[src/hdl/swks_pkg.sv]
// shared types and constants for the sliding window k-smallest sum block
package swks_pkg;

    localparam int SAMPLE_W = 16;
    localparam int SUM_OUT_W = 22;
    localparam int CFG_W = 7;
    localparam int CFG_IDX_W = 8;

    localparam logic [CFG_IDX_W-1:0] REG_WINDOW_LEN = 8'd0;
    localparam logic [CFG_IDX_W-1:0] REG_KEEP_COUNT = 8'd1;

    localparam logic [CFG_W-1:0] WINDOW_LEN_RST = 7'd64;
    localparam logic [CFG_W-1:0] KEEP_COUNT_RST = 7'd1;

    typedef struct packed {
        logic start;
        logic remove;
        logic insert;
    } swks_cmd_t;

    typedef struct packed {
        logic full;
        logic out_due;
    } swks_status_t;

endpackage

[src/hdl/swks_ctrl.sv]
// controller state machine for the sliding window k-smallest sum block
module swks_ctrl
    import swks_pkg::*;
#(
    parameter int LVL = 6
) (
    input  logic         clk,
    input  logic         rst_n,
    input  logic         s_tvalid,
    output logic         s_tready,
    output logic         m_tvalid,
    input  logic         m_tready,
    input  swks_status_t status,
    output swks_cmd_t    cmd
);

    localparam int LC_W = $clog2(LVL + 1);

    localparam logic [2:0] ST_IDLE   = 3'd0;
    localparam logic [2:0] ST_REMOVE = 3'd1;
    localparam logic [2:0] ST_INSERT = 3'd2;
    localparam logic [2:0] ST_SUM    = 3'd3;
    localparam logic [2:0] ST_OUT    = 3'd4;

    logic [2:0]      state_reg, state_next;
    logic [LC_W-1:0] lvl_cnt_reg, lvl_cnt_next;

    assign s_tready = (state_reg == ST_IDLE);
    assign m_tvalid = (state_reg == ST_OUT);

    always_comb
    begin
        state_next = state_reg;
        lvl_cnt_next = lvl_cnt_reg;
        cmd = '0;
        unique case (state_reg)
            ST_IDLE:
            begin
                if (s_tvalid)
                begin
                    cmd.start = 1'b1;
                    state_next = status.full ? ST_REMOVE : ST_INSERT;
                end
            end
            ST_REMOVE:
            begin
                cmd.remove = 1'b1;
                state_next = ST_INSERT;
            end
            ST_INSERT:
            begin
                cmd.insert = 1'b1;
                lvl_cnt_next = '0;
                state_next = status.out_due ? ST_SUM : ST_IDLE;
            end
            ST_SUM:
            begin
                // one adder tree level settles per cycle
                lvl_cnt_next = lvl_cnt_reg + 1'b1;
                if (lvl_cnt_reg == LC_W'(LVL - 1))
                begin
                    state_next = ST_OUT;
                end
            end
            ST_OUT:
            begin
                if (m_tready)
                begin
                    state_next = ST_IDLE;
                end
            end
            default:
            begin
                state_next = ST_IDLE;
            end
        endcase
    end

    always_ff @(posedge clk or negedge rst_n)
    begin
        if (!rst_n)
        begin
            state_reg <= ST_IDLE;
            lvl_cnt_reg <= '0;
        end
        else
        begin
            state_reg <= state_next;
            lvl_cnt_reg <= lvl_cnt_next;
        end
    end

    a_remove_then_insert: assert property (@(posedge clk) disable iff (!rst_n)
        cmd.remove |=> cmd.insert)
        else $error("remove not followed by insert");

    a_no_accept_while_out: assert property (@(posedge clk) disable iff (!rst_n)
        !(s_tready && m_tvalid))
        else $error("input accepted while a result is pending");

endmodule

[config.mk]
export PLATFORM = sky130hd
export DESIGN_NAME = swks_ctrl
export DESIGN_NICKNAME = d
export VERILOG_FILES = /design/src/hdl/swks_pkg.sv /design/src/hdl/swks_ctrl.sv
export SDC_FILE = /design/constraint.sdc
export NUM_CORES = 1
export LEC_CHECK = 0
export CAP_MARGIN = 20
export CORE_AREA = 2 2 39 41
export CTS_BUF_LIST = sky130_fd_sc_hd__clkbuf_4
export DETAILED_ROUTE_END_ITERATION = 10
export DIE_AREA = 0 0 41 43
export DONT_BUFFER_PORTS = 1
export GPL_TIMING_DRIVEN = 0
export HOLD_SLACK_MARGIN = 0.12
export PLACE_DENSITY_LB_ADDON = 0.15
export SLEW_MARGIN = 20
export SYNTH_ARGS = -nofsm -noshare
export SYNTH_HDL_FRONTEND = slang
export SYNTH_SLANG_ARGS = --single-unit
[constraint.sdc]
create_clock -name clk -period 1.8 [get_ports clk]
set_input_delay 0.36 -clock clk [delete_from_list [all_inputs] [get_ports clk]]
set_output_delay 0.36 -clock clk [all_outputs]
set_load 0.005 [all_outputs]
Word-level counts from Yosys, hierarchy flattened:

Cells that the tools add are included.

* flip-flop bits (word level): 6
* input bits: 6
* logic and storage cells: 25

* add/sub/neg operators: 1
* equal/unequal tests: 8
* multiplexer cells: 11
* reductions and logical operators: 3

Operators by type and width (number)
* one-hot mux 3 bit (5 select lines): 1
* 2-to-1 mux 3 bit: 3
* == test 3 x 2 -> 1 bit (second input constant): 2
* == test 3 bit (second input constant): 2
* one-hot mux 3 bit (2 select lines): 1
* 2-to-1 mux 1 bit: 4
* 2-to-1 mux 2 bit: 2
* inequality test 2 bit (second input constant): 2
* adder 3 x 1 -> 3 bit (second input constant): 1
* == test 3 x 1 -> 1 bit (second input constant): 1
* logical NOT 3 bit: 1
* AND reduction 3 bit: 1
* inequality test 2 x 1 -> 1 bit (second input constant): 1
* nonzero test 2 bit: 1

Logic depth before layout (Yosys ltp):

Gate-level depths: netlist of run 1.

* depth after elaboration: 3
* gate-level depth with buffers: 5

Least setup slack after synthesis of run 1:

No wires, ideal clock.

* path type: reg2out
* start point: register state_reg[0]
* end point: output cmd[2] (netlist bit)
* arrival: 946 ps
* data required time: 1440 ps
* slack: 494 ps
* cell stages (with the launch flop): 4
* path buffers: 1
* cells stage by stage: dfrtp_1 > buf_2 > nor3_1 > and2_1

RTL lines
* start: declaration: RTL line swks_ctrl.sv:25 `logic [2:0] state_reg, state_next;`
* start signal: assignment: RTL line swks_ctrl.sv:88 `state_reg <= state_next;`
* end: declaration: RTL line swks_ctrl.sv:14 `output swks_cmd_t cmd`

==> results.ini, run 1 <==
[status]
status=finished clean

[synth]
synth_fp_nets=45
seq_area_frac_synth_pct=44.3
ys_ff_latch=6
async_reset_ff_share_pct=100
yosys-top-cells-area=dfrtp_1, ha_1, nand2b_1
synth.most_common_cell=dfrtp_1
ys.flop_type=dfrtp_1
synth.top_cell.area_share_pct=44.3
syn-cell-area_sq_um=339
ys_warn_count=0
synth_edf_count=0
avgSynthCellArea_sq_um=9.16
synthTopCellsByCount=dfrtp_1, nand2_1, inv_1, nand2b_1, o21ai_0
yosysTopAreaCell=dfrtp_1
synthCells=37
synth_cell_types=18

[cts]
cts_root_buf=clkbuf_4
cts_sinks=6
cts.path.max_buffers=2
cts_resized=0
ctsHtreeMaxLevel=1
cts_made_buffers=3
clock_latency_ps=250
clk_pin_slew_ps=50
cts_tree=yes

[drt]
drc=0
via_per_inst=4.30
routed_wl_um=624
routedWlPerCell_um=10.9
dr_total_vias=245
drtIter0Drc=2
dr.pass1.iters=3
route.antenna.remaining_nets=0

[floorplan]
die_h_um=43
dieArea_sq_um=1760
io_pins=11
rows=14
initial_core_util_pct=24.5
core_sq_um=1380
die_x_um=41

[power_and_ir_drop]
p_sw_share_pct=37.9
ir_worst_vdd_v=0.000446
fin_total_pwr_mw=0.587
p_clk_share_pct=21.9
p_sw_mw=0.222
p_per_area_nw_per_um2=1500
seqPwrFrac_pct=37.8
leakage_nw=0.180
power_report.internal_total_mw=0.365
comb_power_share_pct=40.3

[timing]
rsz0062_at_grt=false
whs_ps=257
period_needed_ps=1660
fin_worst_skew_ps=5.19
setup-tns-final_ps=0
slew_headroom_pct=74.9
setup_viol=0
maxSlewViolCount=0
period_share_pct=92.1
hold_viol=0
max_freq_mhz=603
worst_pin_slew_ps=374

[finish]
fill_cells=145
antenna_cells=0
area_growth_syn_to_layout_pct=15.5
final_net_count=51
design_area_sq_um=392
layout-drive-gt1-share_pct=12.2

[global_routing]
grt_pass1_vias=265
antenna_found_initial=0
groute.usage.overall_pct=9.30
grt_remaining_overflow=0
grt_max_degree=11
grt_pass1_wl_um=1070

[worst_setup_path]
end_kind=output port
crit_path_max_incr_delay_ps=360
crit_chain=buf_2 -> nor3_1 -> and2_1
critPathMaxFanout=10
start_kind=flop
critical_path_class=reg2out
crit_required_ps=1440
cp_slowest_cell=dfrtp_1
cp.arrival_ps=1300

[place]
dpl.hpwl_um=474
place_congestion=0.636
portBuffers=0
placed_cell_area_sq_um=359

[job]
maxCapViolations=0

[min_path]
hold_path.class=in2reg

==> per-layer routing <==
layer / up-vias / routed length [um] / global-route usage, %
li1: 132 / - / -
met1: 108 / 294 / 11.8
met2: 5 / 309 / 11.9
met3: 0 / 20 / 1.57
met4: 0 / 0 / 10.0
met5: - / 0 / 0
==> logic make-up after synthesis <==
kind of cell | share of synthesized area (%)
AOI/OAI and AO/OA | 12.9
buffers and inverters | 8.12
and+or+nand+nor | 27.3
DFF | 44.3
adders and majority gates | 7.38
==> layout make-up <==
class	instances	area [sq um]	share of cell area, %
Inverter	3	11.3	2.88
Clock buffer	3	22.5	5.75
Multi-Input combinational cell	26	161	41.2
Buffer	2	16.3	4.15
Sequential cell	6	150	38.3
Tap cell	16	20.0	5.11
Timing Repair Buffer	1	10.0	2.56
==> timing repair <==
item | in CTS | in global routing
endpoints found under the setup margin | 0 | 0
endpoints found under the hold margin | 6 | 0
setup buffers | 0 | 0
hold buffers | 1 | 0
==> per-stage QoR <==
step / std cells / utilization [%] / setup slack, ps
2_1_floorplan: 37 / - / 494
3_3_place_gp: 53 / 25.9 / 383
3_5_place_dp: 53 / 25.9 / 377
4_1_cts: 57 / 28.3 / 105
5_1_grt: 57 / 28.3 / 13.2
6_report: 57 / 28.3 / 141
==> placed cells by master, fill, tap and decap left out, drive strengths merged <==
cell and n:
and2 1, clkbuf 3, buf 2, nand2 4, o31ai 2, dlygate4sd3 1
or3b 1, nor3 1, dfrtp 6, ha 2, nand3 2, o2bb2ai 1
nand2b 3, o21ai 3, a21oi 1, nor3b 2, nor2b 1, nor2 2
inv 3
==> power groups by stage <==
stage	clock, mW	sequential (mW)	combinational, mW
2_1_floorplan	0	0.216	0.198
3_3_place_gp	0	0.223	0.234
3_5_place_dp	0	0.225	0.234
4_1_cts	0.135	0.222	0.242
5_1_grt	0.140	0.230	0.275
6_report	0.128	0.222	0.237
==> critical path: cells and delay by family (launching register included) <==
kind                   cells  cell delay, ps
AND/OR/NAND/NOR            2             520
flip-flops                 1             360
buffers and inverters      1             170
==> final timing paths <==
path	start	end	slack, ps	cells past startpoint
max	state_reg[0]	cmd[2]	140	3
min	status[1]	state_reg[0]	260	2
max reg2reg	lvl_cnt_reg[0]	state_reg[1]	530	4
min reg2reg	lvl_cnt_reg[2]	lvl_cnt_reg[2]	470	1
max in group asynchronous	rst_n	state_reg[1]	1140	1
min in group asynchronous	rst_n	lvl_cnt_reg[2]	430	1
No activity file was read; power rests on OpenSTA's default activity.
==> run 2: changes to the inputs <==
ABC_AREA = 1   (was unset)
ABC_CLOCK_PERIOD_IN_PS = 1800   (was unset)
==> run 2 against run 1 <==
  * Wire length rose by 2.6%
  * Final cell count up 23%
  * Total power rose by 15%
  * Hold slack improved by 100 ps
  * Critical path depth did not move
  * Clock power shrank 8%
  * Critical path type unchanged
  * Via count up 22%
  * Highest routed layer unchanged
  * Non-clock buffer count decreased by 2
==> results.ini, run 2 <==
[status]
status=finished clean

[finish]
area_growth_syn_to_layout_pct=14.2
design_area_sq_um=423  ; +8.0%
instances_no_fill=70  ; +23%
fill_cells=147  ; +1.4%
antenna_cells=0  ; unchanged
final_common_cell=nand2_1
final_util_pct=30.6  ; +2.3 points
layout-drive-gt1-share_pct=16.7  ; +4.5 points
final_net_count=64  ; +25%
final_cell_mix=nand2_1, inv_1, nand3_1

[global_routing]
grt_max_degree=8  ; -3
grt_pass1_vias=289  ; +9.1%
grt_pass1_wl_um=1160  ; +8.4%
antenna_found_initial=0  ; unchanged
groute.usage.overall_pct=10.0  ; +0.72 points
grt_remaining_overflow=0  ; unchanged

[min_path]
hold_path_end=state_reg[2]
holdPathStages=3  ; +1
hold_path.class=in2reg
hp-start=m_tready

[place]
dpl.hpwl_um=553  ; +17%
dp_cells=66  ; +25%
placed_cell_area_sq_um=390  ; +8.7%
portBuffers=0  ; unchanged
pre_cts_ws_ps=508  ; +132 ps
place_congestion=0.700  ; +10%

[synth]
yosys-top-cells-area=dfrtp_1, nand2_1, nand3_1
async_reset_ff_share_pct=100  ; unchanged
synthCells=50  ; +35%
avgSynthCellArea_sq_um=7.41  ; -19%
ys.flop_type=dfrtp_1
synth.most_common_cell=nand2_1
ys_warn_count=0  ; unchanged
yosysTopAreaCell=dfrtp_1
synthTopCellsByCount=nand2_1, inv_1, nand3_1, dfrtp_1, nor2_1
ys_ff_latch=6  ; unchanged
synth_edf_count=0  ; unchanged
synth_fp_nets=58  ; +29%
seq_area_frac_synth_pct=40.5  ; -3.7 points
synth.top_cell.area_share_pct=40.5  ; -3.7 points
syn-cell-area_sq_um=370  ; +9.2%
synth_cell_types=14  ; -4

[floorplan]
die_h_um=43  ; unchanged
initial_core_util_pct=26.8  ; +2.3 points
rows=14  ; unchanged
dieArea_sq_um=1760  ; unchanged
core_sq_um=1380  ; unchanged
io_pins=11  ; unchanged
die_x_um=41  ; unchanged

[cts]
cts_sinks=6  ; unchanged
clock_latency_ps=240  ; about the same
cts_tree=yes
ctsHtreeMaxLevel=1  ; unchanged
cts_made_buffers=3  ; unchanged
cts.path.max_buffers=2  ; unchanged
cts_root_buf=clkbuf_4
cts_resized=0  ; unchanged
clk_pin_slew_ps=40  ; about the same

[timing]
slew_headroom_pct=81.2  ; +6.4 points
max_freq_mhz=650  ; +7.9%
setup_ws_ps=262  ; +121 ps
rsz0062_at_grt=false
period_share_pct=85.4  ; -6.7 points
maxSlewViolCount=0  ; unchanged
fin_worst_skew_ps=5.60  ; +0.408 ps
period_needed_ps=1540  ; -121 ps
setup_viol=0  ; unchanged
setup-tns-final_ps=0  ; unchanged
worst_pin_slew_ps=280  ; -93.3 ps
hold_viol=0  ; unchanged
whs_ps=358  ; +101 ps

[worst_setup_path]
reg2regPathDepth=6  ; +2
end_kind=output port
reg2reg_to=state_reg[0]
crit_required_ps=1440  ; about the same
critPathMaxFanout=6  ; -4
start_kind=flop
reg2reg_slack_ps=680  ; +150 ps
critical_path_class=reg2out
cp.arrival_ps=1180  ; -120 ps
r2r_start=state_reg[0]

[power_and_ir_drop]
p_sw_share_pct=44.6  ; +6.7 points
p_per_area_nw_per_um2=1590  ; +6.1%
seqPwrFrac_pct=37.1  ; -0.7 points
fin_total_pwr_mw=0.672  ; +15%
power_report.internal_total_mw=0.373  ; +2.2%
ir_worst_vdd_v=0.000685  ; +53%
p_sw_mw=0.300  ; +35%
p_clk_share_pct=17.5  ; -4.4 points
leakage_nw=0.240  ; +33%
comb_power_share_pct=45.4  ; +5.1 points

[drt]
routedWlPerCell_um=9.14  ; -16%
drc=0  ; unchanged
drtIter0Drc=2  ; unchanged
dr_total_vias=300  ; +22%
dr.pass1.iters=4  ; +1
via_per_inst=4.29  ; -0.29%
route.antenna.remaining_nets=0  ; unchanged
routed_wl_um=640  ; +2.6%

[job]
maxCapViolations=0  ; unchanged

-- run 2: metal layers --
metal | global-route usage [%] | part of all wire (%)
met4 | 2.00 | 0
met2 | 13.8 | 49
met1 | 13.2 | 49
met5 | 0 | 0
met3 | 6.28 | 2.3
-- run 2: worst max-delay path: stages (launching register included) --
cell     delay [ps]
dfrtp_1         440
nor2_2          200
inv_1           100
nor3_1          200
-- run 2: cell type report --
class	count	area, sq um	share of cell area (%)
sequential	6	150	35.5
clock buffer	3	22.5	5.33
tap	16	20.0	4.73
timing repair buffer	1	10.0	2.37
multi-input combinational	35	186	44.1
inverter	9	33.8	7.99
-- run 2: how the worst max path moves through the flow --
stage                 startpoint  endpoint  cells after the start
CTS                 state_reg[0]    cmd[2]                      3
finish              state_reg[0]    cmd[2]                      3
detailed placement  state_reg[0]    cmd[2]                      3
global route        state_reg[0]    cmd[2]                      3
global placement    state_reg[0]    cmd[2]                      3
floorplan           state_reg[0]    cmd[2]                      3
-- run 2: kinds of logic (layout without fill, tap and decap cells) --
logic type | count (synthesis) | after routing | share of synthesized area (%)
and+or+nand+nor | 29 | 29 | 36.8
AOI/OAI and AO/OA | 3 | 3 | 4.39
buffers and inverters | 9 | 13 | 9.12
DFF | 6 | 6 | 40.5
xor gates and xnor gates | 1 | 1 | 2.37
adders and majority gates | 2 | 2 | 6.76
-- run 2: timing repair --
item / in CTS / in global routing
endpoints found under the setup margin: 0 / 0
hold endpoints to repair: 6 / 0
hold buffers: 1 / 0
setup buffers: 0 / 0
-- run 2: power groups by stage --
stage	clock, mW	combinational (mW)	sequential (mW)
after floorplan	0	0.259	0.241
after global placement	0	0.308	0.255
after detailed placement	0	0.309	0.253
after CTS	0.125	0.314	0.251
after global routing	0.135	0.367	0.259
final	0.118	0.305	0.249
==> run 3: changes to the inputs <==
CELL_PAD_IN_SITES_DETAIL_PLACEMENT = 0   (was unset)
CELL_PAD_IN_SITES_GLOBAL_PLACEMENT = 1   (was unset)
==> run 3 against run 2 <==
  * Maximum frequency up 0.23%
  * Global-route usage up 1.1 points
  * Flip-flop and latch count unchanged
==> results.ini, run 3 (synthesis gave the netlist of run 2 again) <==
[place]
dpl.hpwl_um=615  ; +11%
placed_cell_area_sq_um=390  ; unchanged
place_congestion=0.649  ; -7.3%
portBuffers=0  ; unchanged

[finish]
final_net_count=64  ; unchanged
final_cell_mix=nand2_1, inv_1, nand3_1
multi_input_area_sq_um=186  ; unchanged
antenna_cells=0  ; unchanged
layout-drive-gt1-share_pct=16.7  ; unchanged
final_common_cell=nand2_1
design_area_sq_um=423  ; unchanged
seqCellArea_sq_um=150  ; unchanged
area_growth_syn_to_layout_pct=14.2  ; unchanged
fill_cells=152  ; +3.4%

[cts]
cts_root_buf=clkbuf_4
ctsHtreeMaxLevel=1  ; unchanged
cts_resized=0  ; unchanged
cts_setup_buffers=0  ; unchanged
cts_made_buffers=3  ; unchanged
cts_tree=yes
cts_sinks=6  ; unchanged
postCtsHoldBufs=1  ; unchanged
cts.path.max_buffers=2  ; unchanged
clk_pin_slew_ps=40  ; about the same
clock_latency_ps=250  ; about the same

[timing]
worst_pin_slew_ps=282  ; +1.80 ps
maxSlewViolCount=0  ; unchanged
slew_headroom_pct=81.1  ; -0.12 points
hold_viol=0  ; unchanged
setup-tns-final_ps=0  ; unchanged
period_share_pct=85.2  ; -0.20 points
setup_viol=0  ; unchanged
fin_worst_skew_ps=4.02  ; -1.57 ps
period_needed_ps=1530  ; -3.58 ps
rsz0062_at_grt=false
max_freq_mhz=652  ; +0.23%

[min_path]
hold_path.class=in2reg
hp-start=m_tready

[status]
status=finished clean

[power_and_ir_drop]
leakage_nw=0.240  ; unchanged
ir_worst_vdd_v=0.000389  ; -43%
p_per_area_nw_per_um2=1620  ; +2.0%

[worst_setup_path]
crit_required_ps=1440  ; about the same
timing.critical_path.from=state_reg[0]
critPathMaxFanout=6  ; unchanged
critical_path_class=reg2out
start_kind=flop
r2r_start=lvl_cnt_reg[0]
end_kind=output port
cp.arrival_ps=1170  ; about the same

[floorplan]
die_x_um=41  ; unchanged
initial_core_util_pct=26.8  ; unchanged
rows=14  ; unchanged
core_sq_um=1380  ; unchanged
dieArea_sq_um=1760  ; unchanged
die_h_um=43  ; unchanged
io_pins=11  ; unchanged

[global_routing]
grt_max_degree=8  ; unchanged
grt_pass1_wl_um=1290  ; +11%
grt_remaining_overflow=0  ; unchanged
grt_pass1_vias=331  ; +15%
antenna_found_initial=0  ; unchanged
groute.usage.overall_pct=11.1  ; +1.1 points

[job]
maxCapViolations=0  ; unchanged

[drt]
dr_total_vias=333  ; +11%
dr.pass1.iters=2  ; -2
drc=0  ; unchanged
via_per_inst=4.76  ; +11%
routedWlPerCell_um=10.6  ; +16%
route.antenna.remaining_nets=0  ; unchanged
routed_wl_um=742  ; +16%
drtIter0Drc=5  ; +3

==> run 3: worst paths after layout <==
check / endpoint / slack [ps] / cells after the start
setup / recovery: cmd[2] / 270 / 3
hold / removal: state_reg[2] / 350 / 3
setup reg to reg: state_reg[1] / 680 / 7
hold reg to reg: lvl_cnt_reg[0] / 540 / 1
max in group asynchronous: state_reg[2] / 1150 / 1
min in group asynchronous: state_reg[0] / 430 / 1
==> run 3: through the flow <==
| step | cells | utilization, % | hold slack [ps] | worst slack (ps) | power, mW |
|---|---|---|---|---|---|
| 2_1_floorplan | 50 | - | 64.4 | 621 | 0.500 |
| 3_3_place_gp | 66 | 28.2 | 64.6 | 510 | 0.557 |
| 3_5_place_dp | 66 | 28.2 | 64.6 | 521 | 0.568 |
| 4_1_cts | 70 | 30.6 | 344 | 253 | 0.699 |
| 5_1_grt | 70 | 30.6 | 394 | 135 | 0.769 |
| 6_report | 70 | 30.6 | 348 | 266 | 0.686 |
==> run 3: power by group <==
group / total [mW] / leakage (nW) / internal [mW] / switching (mW)
Sequential: 0.252 / 0.0795 / 0.189 / 0.0631
Combinational: 0.310 / 0.147 / 0.109 / 0.201
Clock: 0.123 / 0.0138 / 0.0753 / 0.0475
Total: 0.686 / 0.240 / 0.374 / 0.312
==> run 3: critical path: stages, from the launching register on <==
cell,delay [ps]
dfrtp_1,440
nor2_2,190
inv_1,90
nor3_1,200
==> run 3: area by class of cell <==
class | count | area share [%]
inverter | 9 | 7.99
multi-input combinational | 35 | 44.1
sequential | 6 | 35.5
timing repair buffer | 1 | 2.37
tap | 16 | 4.73
clock buffer | 3 | 5.33
==> run 3: metal layers <==
layer,wire (um),up-vias,track usage [%]
met2,382,8,16.3
met5,0,-,0
met3,38,5,1.57
met1,289,154,13.1
li1,-,166,-
met4,31,0,10.0
